**config.mk**
```make
export PLATFORM = sky130hd
export DESIGN_NAME = cbpg_ctrl_flat
export DESIGN_NICKNAME = d
export VERILOG_FILES = /design/src/rtl/cbpg_pkg.sv /design/src/rtl/cbpg_channels.sv /design/src/rtl/cbpg_ctrl.sv /design/src/flat_wrapper.sv
export SDC_FILE = /design/constraint.sdc
export NUM_CORES = 1
export LEC_CHECK = 0
export BUFFER_PORTS_ARGS = -buffer_cell sky130_fd_sc_hd__buf_2
export CAP_MARGIN = 0
export CORE_AREA = 4 4 41 43
export CTS_CLUSTER_DIAMETER = 80
export DETAILED_ROUTE_END_ITERATION = 8
export DIE_AREA = 0 0 45 47
export PLACE_DENSITY_LB_ADDON = 0.25
export SETUP_SLACK_MARGIN = 0.5
export SLEW_MARGIN = 20
export SYNTH_ARGS = -nofsm -noshare
export SYNTH_HDL_FRONTEND = slang
export SYNTH_SLANG_ARGS = --single-unit
```
**constraint.sdc**
```tcl
create_clock -name clk -period 1.6 [get_ports clk]
set_clock_uncertainty 0.1 [all_clocks]
set_input_delay 0.32 -clock clk [delete_from_list [all_inputs] [get_ports clk]]
set_output_delay 0.32 -clock clk [all_outputs]
set_load 0.03 [all_outputs]
```
**src/rtl/cbpg_pkg.sv**
```systemverilog
// ----------------------------------------------------------------------------
// cbpg_pkg: shared constants and types of the cubic bezier point generator
// widths of the curve parameter, the bernstein weights and the accumulators,
// register index codes and the controller to datapath command and status
// ----------------------------------------------------------------------------
package cbpg_pkg;

    // number of steps along the curve, t runs 0 .. STEPS
    localparam int STEPS   = 1000;
    localparam int T_W     = 10;
    localparam int COORD_W = 16;

    // curve parameter u in q1.16, 0 .. 1.0 inclusive
    localparam int FRAC_Q  = 16;
    localparam int U_W     = FRAC_Q + 1;
    localparam int ONE_Q16 = 1 << FRAC_Q;

    // per-step increment of u, whole part and remainder over STEPS
    localparam int INC_Q = ONE_Q16 / STEPS;
    localparam int INC_R = ONE_Q16 % STEPS;

    // squares are q.32, cubes and weights q.48
    localparam int SQ_W   = 2 * FRAC_Q + 1;
    localparam int FRAC_W = 3 * FRAC_Q;
    localparam int W_W    = FRAC_W + 1;

    // weights are split into two halves for the coordinate products
    localparam int WL_W = 24;
    localparam int WH_W = W_W - WL_W;
    localparam int PH_W = WH_W + 1 + COORD_W;
    localparam int PL_W = WL_W + 1 + COORD_W;

    // weighted sum, magnitude at most 2^63
    localparam int ACC_W = FRAC_W + COORD_W + 2;

    localparam int NUM_PTS = 4;
    localparam int SEL_W   = 2;
    localparam int IDX_W   = 3;
    localparam int DATA_W  = 16;

    // register index codes
    localparam logic [IDX_W-1:0] REG_P0_X = 3'd0;
    localparam logic [IDX_W-1:0] REG_P0_Y = 3'd1;
    localparam logic [IDX_W-1:0] REG_P1_X = 3'd2;
    localparam logic [IDX_W-1:0] REG_P1_Y = 3'd3;
    localparam logic [IDX_W-1:0] REG_P2_X = 3'd4;
    localparam logic [IDX_W-1:0] REG_P2_Y = 3'd5;
    localparam logic [IDX_W-1:0] REG_P3_X = 3'd6;
    localparam logic [IDX_W-1:0] REG_P3_Y = 3'd7;

    typedef struct packed {
        logic             load;
        logic             restart;
        logic             square;
        logic             cube;
        logic             weigh;
        logic             mul;
        logic [SEL_W-1:0] sel;
        logic             accum;
        logic             fin;
    } cbpg_cmd_t;

    typedef struct packed {
        logic out_free;
    } cbpg_status_t;

endpackage

```
**src/rtl/cbpg_channels.sv**
```systemverilog
// ----------------------------------------------------------------------------
// cbpg channels: valid/ready interfaces of the cubic bezier point generator
// step requests in, curve points out, and the control point write port
// ----------------------------------------------------------------------------
interface cbpg_step_if;
    logic valid;
    logic ready;
    logic restart;

    modport source (output valid, output restart, input ready);
    modport sink   (input valid, input restart, output ready);
endinterface


```
**src/rtl/cbpg_ctrl.sv**
```systemverilog
// ----------------------------------------------------------------------------
// cbpg_ctrl: sequencer of the cubic bezier point generator
// takes one step request at a time and walks the datapath through its phases
// ----------------------------------------------------------------------------
module cbpg_ctrl
(
    input  logic                   clk,
    input  logic                   rst_n,
    cbpg_step_if.sink              step,
    output cbpg_pkg::cbpg_cmd_t    cmd,
    input  cbpg_pkg::cbpg_status_t status
);

    localparam logic [2:0] ST_IDLE = 3'd0;
    localparam logic [2:0] ST_SQ   = 3'd1;
    localparam logic [2:0] ST_CUBE = 3'd2;
    localparam logic [2:0] ST_WGT  = 3'd3;
    localparam logic [2:0] ST_MUL  = 3'd4;
    localparam logic [2:0] ST_ACC  = 3'd5;
    localparam logic [2:0] ST_FIN  = 3'd6;

    logic [2:0]                 state_reg;
    logic [2:0]                 state_next;
    logic [cbpg_pkg::SEL_W-1:0] sel_reg;
    logic [cbpg_pkg::SEL_W-1:0] sel_next;

    always_comb
    begin
        state_next = state_reg;
        sel_next   = sel_reg;
        cmd        = '0;
        cmd.sel    = sel_reg;
        step.ready = (state_reg == ST_IDLE);
        case (state_reg)
            ST_IDLE:
            begin
                if (step.valid)
                begin
                    cmd.load    = 1'b1;
                    cmd.restart = step.restart;
                    state_next  = ST_SQ;
                end
            end
            ST_SQ:
            begin
                cmd.square = 1'b1;
                state_next = ST_CUBE;
            end
            ST_CUBE:
            begin
                cmd.cube   = 1'b1;
                state_next = ST_WGT;
            end
            ST_WGT:
            begin
                cmd.weigh  = 1'b1;
                sel_next   = '0;
                state_next = ST_MUL;
            end
            ST_MUL:
            begin
                // products of the previous weight are summed while the next is formed
                cmd.mul   = 1'b1;
                cmd.accum = (sel_reg != '0);
                if (sel_reg == cbpg_pkg::SEL_W'(cbpg_pkg::NUM_PTS - 1))
                begin
                    state_next = ST_ACC;
                end
                else
                begin
                    sel_next = sel_reg + 1'b1;
                end
            end
            ST_ACC:
            begin
                cmd.accum  = 1'b1;
                state_next = ST_FIN;
            end
            ST_FIN:
            begin
                if (status.out_free)
                begin
                    cmd.fin    = 1'b1;
                    state_next = ST_IDLE;
                end
            end
            default:
            begin
                state_next = ST_IDLE;
            end
        endcase
    end

    always_ff @(posedge clk or negedge rst_n)
    begin
        if (!rst_n)
        begin
            state_reg <= ST_IDLE;
            sel_reg   <= '0;
        end
        else
        begin
            state_reg <= state_next;
            sel_reg   <= sel_next;
        end
    end

endmodule

```
**src/flat_wrapper.sv**
```systemverilog
// flat-port wrapper written by rule: the top's interface ports become plain ports
module cbpg_ctrl_flat 
  (clk, rst_n, cmd, status, step_valid, step_restart, step_ready);
  cbpg_step_if step_i ();
  input  logic clk;
  input  logic rst_n;
  output cbpg_pkg::cbpg_cmd_t cmd;
  input  cbpg_pkg::cbpg_status_t status;
  input wire logic [$bits(step_i.valid)-1:0] step_valid;
  input wire logic [$bits(step_i.restart)-1:0] step_restart;
  output wire logic [$bits(step_i.ready)-1:0] step_ready;
  assign step_i.valid = step_valid;
  assign step_i.restart = step_restart;
  assign step_ready = step_i.ready;
  cbpg_ctrl u_core (.clk(clk), .rst_n(rst_n), .step(step_i), .cmd(cmd), .status(status));
endmodule
```
==> flow_metrics.tcl, run 1 <==
set metrics [dict create \
    clkSinkCount 5 \
    grt_pass1_wl_um 1630 \
    slew_headroom_pct 85.9 \
    cts_max_level 1 \
    antenna_cells 0 \
    worstPathMaxFanout 4 \
    arrival_ns 1.22 \
    antenna_found_initial 0 \
    timing.fmax_mhz 609 \
    power_density_nw_per_um2 2210 \
    finalSetupViolCount 2 \
    drive_gt1_share_pct 77.0 \
    grt_pass1_vias 398 \
    ys_types 18 \
    fin_setup_tns_ns -0.0447 \
    power_leakage_nw 0.347 \
    routedWlPerCell_um 11.3 \
    cts_tree "done" \
    initial_utilization_pct 26.3 \
    dp_slack_ns 0.0918 \
    io_buffers 15 \
    yosysSeqAreaShare_pct 36.5 \
    largest_reg_flops 3 \
    cts_buffers 3 \
    worst_slew_pin_slew_ns 0.211 \
    routed_via_density 4.49 \
    ios 16 \
    num-nets-final 82 \
    grt_usage_pct 10.4 \
    fin_crit_sh_pct 103 \
    dpl.hpwl_um 646 \
    coreArea_um2 1300 \
    dieWidth_um 45 \
    synth_top_area_share_pct 36.5 \
    cp-start-kind "flip-flop" \
    firstDrtPassIters 1 \
    clockBufferDepth 2 \
    synth-seq-cells 5 \
    min_period_ns 1.64 \
    ant_nets 0 \
    status "finished, violations left" \
    drt_iter0_markers 0 \
    clk_pin_slew_ns 0.04 \
    synth_common_cells "nor2_1 (6), dfrtp_1 (5), inv_1 (4)" \
    rows 13 \
    dp_cells 72 \
    die_area_um2 2120 \
    gp_congestion 0.685 \
    maxSlewViolCount 0 \
    syn_avg_cell_area_um2 8.36 \
    root_buffer "clkbuf_4" \
    synth_area_leader_cell "dfrtp_1" \
    syn_nets 48 \
    holdCritPathClass "primary input to flip-flop" \
    yosysMostFrequentCell "nor2_1" \
    drv_cap 0 \
    synth.area.top_cells "dfrtp_1 (36%), nor3_2 (8.8%), ha_1 (7.3%)" \
    rsz0062_at_grt "yes" \
    clkLatencyLatePin_ns 0.23 \
    cp.required_ns 1.18 \
    num_vias 400 \
    grt_overflow_total 0 \
    ir_drop_mv 0.819 \
    synth_top_flop_cell "dfrtp_1" \
    die_y_um 47 \
    drc 0 \
    instances_no_fill 89 \
    hold_slack_ns 0.298 \
    path_class "flip-flop to primary output" \
    netlist_instances 41 \
    yosys_warnings 0 \
    area_growth_pct 123 \
    grt_max_degree 7 \
    async_flop_share_pct 100 \
    worst_setup_path_end_kind "primary output" \
    synth_edf_count 0 \
    syn_area_um2 343 \
    hold_violations 0 \
    wl_um 1010 \
    violations "setup timing" \
    fin_ws_ns -0.0424 \
]
-- path summary, 6_finish.rpt --
| path | from | to | slack (ns) | cells after the start |
|---|---|---|---|---|
| worst min-delay path | step_valid | u_core.state_reg[0] | 0.30 | 2 |
| worst max register to register | u_core.state_reg[0] | u_core.sel_reg[0] | 0.25 | 5 |
| max in group asynchronous | rst_n | u_core.state_reg[1] | 0.93 | 2 |
| min in group asynchronous | rst_n | u_core.state_reg[0] | 0.33 | 2 |
| worst min register to register | u_core.state_reg[2] | u_core.state_reg[2] | 0.61 | 2 |
| worst max-delay path | u_core.state_reg[0] | cmd[8] | -0.04 | 3 |
-- placed cells by master, fill, tap and decap left out, types with 2 or more instances in the layout --
cell type  count
a21oi_1        2
buf_2          5
buf_4         10
buf_6         15
clkbuf_4       3
dfrtp_2        5
inv_2          3
nand2_1        2
nor2_1         2
nor2_4         4
nor3_2         2
nor3_4         3
o21ai_0        2
-- metrics by stage --
stage	power (mW)	utilization [%]	cell area, µm²
2_1_floorplan	0.896	-	405
3_3_place_gp	1.06	38.7	503
3_5_place_dp	1.07	38.7	503
4_1_cts	1.54	53.9	702
5_1_grt	1.81	58.8	766
6_report	1.69	58.8	766
-- kinds of logic after synthesis --
| logic type | after synthesis | share of synthesized area (%) |
|---|---|---|
| adder cells (fa/ha/maj) | 2 | 7.30 |
| AND/OR/NAND/NOR | 20 | 34.3 |
| AO/OA/AOI/OAI | 8 | 13.9 |
| flip-flops | 5 | 36.5 |
| buffers and inverters | 6 | 8.03 |
-- worst max-delay path, stage by stage (launching register included) --
cell     delay [ns]
dfrtp_2        0.44
nor3_4         0.22
and3_4         0.20
buf_6          0.12
-- report_power, final --
part | internal, mW | switching (mW)
registers | 0.193 | 0.0859
logic | 0.625 | 0.650
clock network | 0.0939 | 0.0457
total | 0.912 | 0.782
-- layer usage --
layer	track usage, %	vias to the layer above	routed length [µm]
li1	-	207	-
met1	12.2	183	396
met2	18.6	10	560
met3	1.15	0	51
met4	5.26	0	0
met5	0	-	0
-- area by class of cell --
| cell class | count | area (µm²) |
|---|---|---|
| well taps | 15 | 18.8 |
| inverters | 4 | 15.0 |
| flip-flops and latches | 5 | 131 |
| repair buffers | 31 | 279 |
| clock buffers | 4 | 26.3 |
| multi-input cells | 30 | 295 |
| fillers | 118 | 536 |
-- what timing repair did --
item,4_1_cts,5_1_grt
hold buffers,1,0
pin swaps,6,4
setup buffers,8,4
hold endpoints to repair,5,0
gates resized for setup,32,10
endpoints found under the setup margin,15,16
Note: power is estimated with default switching activity, not from simulation.
==> inputs of run 2 (changes only) <==
--- a/config.mk
+++ b/config.mk
@@ -7,10 +7,10 @@
 export LEC_CHECK = 0
 export BUFFER_PORTS_ARGS = -buffer_cell sky130_fd_sc_hd__buf_2
 export CAP_MARGIN = 0
-export CORE_AREA = 4 4 41 43
+export CORE_AREA = 2 2 39 41
 export CTS_CLUSTER_DIAMETER = 80
 export DETAILED_ROUTE_END_ITERATION = 8
-export DIE_AREA = 0 0 45 47
+export DIE_AREA = 0 0 41 43
 export PLACE_DENSITY_LB_ADDON = 0.25
 export SETUP_SLACK_MARGIN = 0.5
 export SLEW_MARGIN = 20
==> run 2 against run 1 <==
Effect of this change:
- the flow still finishes with violations (setup timing)
- sequential power increased by 2%
- first-iteration DRC count increased by 1
- cell area increased by 5.6%
- flip-flop and latch count unchanged
- sequential share of layout area decreased by 0.90 points
- power increased by 7.1%
- combinational power increased by 9%
- hold slack improved by 0.011 ns
- critical endpoint unchanged
- highest routed layer is now met4
==> flow_metrics.tcl, run 2 (same netlist as run 1, synthesis figures left out) <==
set metrics [dict create \
    status "finished, violations left" \
    violations "setup timing" \
    route.met2.wl_um 641 \
    routed_via_density 4.58 \
    rsz0062_at_grt "yes" \
    hp-start "step_valid" \
    area_growth_pct 136 \
    cp_top_family "flip-flops" \
    ir_drop_mv 1.02 \
    antenna_found_initial 0 \
    finalSetupViolCount 1 \
    drive_gt1_share_pct 79.5 \
    largest_reg_flops 3 \
    ff2ff_setup_slack_ns 0.20 \
    grt_usage_pct 13.2 \
    worstPathBufferInverterCount 1 \
    grt_pass1_vias 413 \
    power_leakage_nw 0.361 \
    n_fill_cell 122 \
    initial_utilization_pct 24.8 \
    ant_nets 0 \
    wl_met1_um 402 \
    grt_overflow_total 0 \
    grt_pass1_wl_um 1570 \
    firstDrtPassIters 2 \
    fin_setup_tns_ns -0.0419 \
    maxSlewViolCount 0 \
    grt_max_degree 7 \
    gp_congestion 0.699 \
    timing.hold.worst_endpoint "u_core.state_reg[0]" \
    cp.required_ns 1.18 \
    antenna_cells 0 \
    cts_tree "done" \
    slew_headroom_pct 82.4 \
    holdCritPathClass "primary input to flip-flop" \
    drv_cap 0 \
    fin_ws_ns -0.0419 \
    clkSinkCount 5 \
    fin_util_pct 58.4 \
    dieWidth_um 41 \
    worst_setup_path_end_kind "primary output" \
    drc 0 \
    cts_max_level 1 \
    num_vias 408 \
    path_class "flip-flop to primary output" \
    slowest_stage "dfrtp_2" \
    timing.fmax_mhz 609 \
    cts_buffers 3 \
    regToRegStartpoint "u_core.sel_reg[0]" \
    cpPeakStageDelay_ns 0.44 \
    routedWlPerCell_um 12.4 \
    worstPathMaxFanout 3 \
    wl_met3_um 39 \
    whs_path_depth 2 \
    cp-start-kind "flip-flop" \
    io_buffers 15 \
    clockBufferDepth 2 \
    fin_crit_sh_pct 103 \
    die_y_um 43 \
    ios 16 \
    clk_pin_slew_ns 0.04 \
    path_cells "nor3_4, and3_4, buf_6" \
    die_area_um2 1760 \
    coreArea_um2 1380 \
    reg2reg_depth 5 \
    power_density_nw_per_um2 2240 \
    worst_slew_pin_slew_ns 0.261 \
    num-nets-final 81 \
    rows 14 \
    hold_violations 0 \
    arrival_ns 1.22 \
    most-common-layout-cells "buf_6 (15), buf_4 (7), buf_2 (5), dfrtp_2 (5), nor2_4 (4)" \
    reg2reg_to "u_core.sel_reg[0]" \
    routed.top_layer "met4" \
    wl_um 1100 \
    final_common_cell "buf_6" \
    min_period_ns 1.64 \
    clkLatencyLatePin_ns 0.23 \
    root_buffer "clkbuf_4" \
    drt_iter0_markers 1 \
]
==> run 2: changes by cell type in the layout (fill, tap and decap cells not counted), sizes merged <==
cell	change
buf	-2
bufbuf	+1
==> run 2: how the worst max path moves through the flow <==
stage	endpoint	cells after the start	slack (ns)	startpoint
after floorplan	cmd[8]	3	0.05	u_core.state_reg[1]
after global placement	cmd[5]	3	0.12	u_core.state_reg[1]
after detailed placement	cmd[5]	3	0.09	u_core.state_reg[1]
after CTS	cmd[8]	3	-0.06	u_core.state_reg[1]
after global routing	cmd[8]	3	-0.10	u_core.state_reg[2]
final	cmd[8]	3	-0.04	u_core.state_reg[2]
==> run 2: layer usage <==
metal | up-vias | track usage (%)
li1 | 206 | -
met1 | 190 | 13.8
met2 | 10 | 23.1
met3 | 2 | 1.57
met4 | 0 | 8.00
met5 | - | 0
==> run 2: what timing repair did <==
action	4_1_cts	5_1_grt
resized for setup	25	19
gates cloned	1	0
hold endpoints to repair	5	0
hold buffers	1	0
buffers inserted	9	2
pin swaps	3	8
setup endpoints to repair	16	15
==> run 2: cell type report <==
class | count | area [µm²] | area share (%)
tap | 16 | 20.0 | 2.48
multi-input combinational | 30 | 307 | 37.9
clock buffer | 4 | 26.3 | 3.25
sequential | 5 | 131 | 16.3
inverter | 4 | 15.0 | 1.86
timing repair buffer | 30 | 309 | 38.2
==> run 2: stage by stage <==
step                cells  hold WS (ns)  instance area (µm²)  worst slack (ns)  power [mW]
floorplan              41       -0.0756                  405            0.0486       0.896
global placement       72        0.0409                  509             0.118        1.09
detailed placement     72        0.0404                  509            0.0899        1.09
CTS                    87         0.294                  717           -0.0554        1.63
global route           89         0.326                  808            -0.104        1.93
finish                 89         0.309                  808           -0.0419        1.81
==> run 2: power by group <==
| group | internal [mW] | switching (mW) |
|---|---|---|
| combinational | 0.713 | 0.678 |
| clock | 0.0938 | 0.0442 |
| sequential | 0.193 | 0.0920 |
==> inputs of run 3 (changes only) <==
==> constraint.sdc (replaced) <==
create_clock -name clk -period 1.6 [get_ports clk]
set_clock_uncertainty 0.1 [all_clocks]
set_input_delay 0.24 -clock clk [delete_from_list [all_inputs] [get_ports clk]]
set_output_delay 0.24 -clock clk [all_outputs]
set_load 0.03 [all_outputs]
==> run 3 against run 2 <==
Effect of this change:
- the flow now finishes without violations
- wire length hardly changed
- sequential share of layout area rose by 0.57 points
- worst setup slack better by 0.075 ns
- non-clock buffer count did not move
- via count grew 1.2%
- utilization is 2.0 points lower
- register-to-register slack better by 0.06 ns
- clock-buffer cell count is the same
- die area is the same
- critical path type unchanged
- largest power group unchanged
==> flow_metrics.tcl, run 3 (same netlist as run 1, synthesis figures left out) <==
set metrics [dict create \
    drc 0 \
    grt_usage_pct 14.5 \
    routed_via_density 4.64 \
    antenna_found_initial 0 \
    dieWidth_um 41 \
    fin_util_pct 56.4 \
    most-common-layout-cells "buf_6 (16), buf_4 (7), buf_2 (5), dfrtp_2 (5)" \
    reg2reg_depth 5 \
    rsz0062_at_grt "yes" \
    worst_slew_pin_slew_ns 0.237 \
    ir_drop_mv 1.02 \
    cts_buffers 3 \
    coreArea_um2 1380 \
    firstDrtPassIters 4 \
    num-nets-final 81 \
    ios 16 \
    min_period_ns 1.57 \
    dpl.hpwl_um 657 \
    initial_utilization_pct 24.8 \
    final_common_cell "buf_6" \
    clockBufferDepth 2 \
    cp.required_ns 1.26 \
    largest_reg_flops 3 \
    io_buffers 15 \
    hold_violations 0 \
    area_growth_pct 128 \
    grt_pass1_vias 409 \
    fin_setup_tns_ns 0 \
    regToRegStartpoint "u_core.sel_reg[0]" \
    worstPathMaxFanout 6 \
    timing.hold.worst_endpoint "u_core.state_reg[0]" \
    status "complete, no violations" \
    whs_path_depth 2 \
    arrival_ns 1.23 \
    grt_max_degree 9 \
    cts_tree "done" \
    rows 14 \
    routedWlPerCell_um 12.4 \
    power_leakage_nw 0.341 \
    num_vias 413 \
    die_area_um2 1760 \
    cp-start-kind "flip-flop" \
    grt_pass1_wl_um 1690 \
    wl_um 1100 \
    hp-start "step_valid" \
    power_density_nw_per_um2 2230 \
    drive_gt1_share_pct 78.1 \
    clkLatencyLatePin_ns 0.24 \
    drv_cap 0 \
    ant_nets 0 \
    clk_pin_slew_ns 0.04 \
    ff2ff_setup_slack_ns 0.26 \
    root_buffer "clkbuf_4" \
    holdCritPathClass "primary input to flip-flop" \
    clkSinkCount 5 \
    slew_headroom_pct 84.1 \
    gp_congestion 0.730 \
    dp_slack_ns 0.179 \
    drt_iter0_markers 6 \
    fin_crit_sh_pct 97.9 \
    grt_overflow_total 0 \
    fin_ws_ns 0.0335 \
    die_y_um 43 \
    path_class "flip-flop to primary output" \
    crit_path_start "u_core.state_reg[0]" \
    hold_slack_ns 0.218 \
    antenna_cells 0 \
    reg2reg_to "u_core.sel_reg[0]" \
    worst_setup_path_end_kind "primary output" \
    timing.fmax_mhz 638 \
    cts_max_level 1 \
    maxSlewViolCount 0 \
    finalSetupViolCount 0 \
]
run 3: cell types whose count changed in the layout (fill, tap and decap cells not counted), sizes merged:
cell and change:
bufbuf -1, clkbuf +1
run 3: how the worst max path moves through the flow:
stage | end | slack [ns] | cells past startpoint
global route | cmd[8] | -0.02 | 3
floorplan | cmd[8] | 0.13 | 3
global placement | cmd[5] | 0.20 | 3
detailed placement | cmd[5] | 0.18 | 3
finish | cmd[8] | 0.03 | 3
CTS | cmd[8] | 0.03 | 3
run 3: where the power goes:
group | switching (mW) | internal, mW | leakage [nW]
clock | 0.0504 | 0.0942 | 0.0150
combinational | 0.673 | 0.629 | 0.269
sequential | 0.102 | 0.193 | 0.0571
total | 0.826 | 0.916 | 0.341
run 3: routing by layer:
metal	up-vias	part of all wire, %	track usage, %
li1	202	-	-
met1	199	38	15.8
met2	12	57	25.0
met3	0	4.4	4.71
met4	0	0	4.00
met5	-	0	0
run 3: per-stage QoR:
stage / power (mW) / cells / cell area (µm²)
floorplan: 0.896 / 41 / 405
global placement: 1.05 / 72 / 497
detailed placement: 1.06 / 72 / 497
CTS: 1.57 / 86 / 708
global route: 1.84 / 89 / 781
finish: 1.74 / 89 / 781
run 3: layout make-up:
type                    count  area [µm²]
well taps                  16        20.0
repair buffers             30         275
flip-flops and latches      5         131
clock buffers               4        26.3
multi-input cells          30         310
fillers                   124         603
inverters                   4        17.5
run 3: worst max-delay path, stage by stage (launching register included):
cell and delay, ns:
dfrtp_2 0.46, nor3_4 0.20, and3_4 0.20, buf_6 0.12
run 3: what timing repair did:
action / in CTS / in global routing
hold endpoints to repair: 5 / 0
buffers inserted: 9 / 3
endpoints found under the setup margin: 16 / 15
cloned: 0 / 0
hold buffers: 1 / 0
gates resized for setup: 31 / 11
pin swaps: 4 / 6
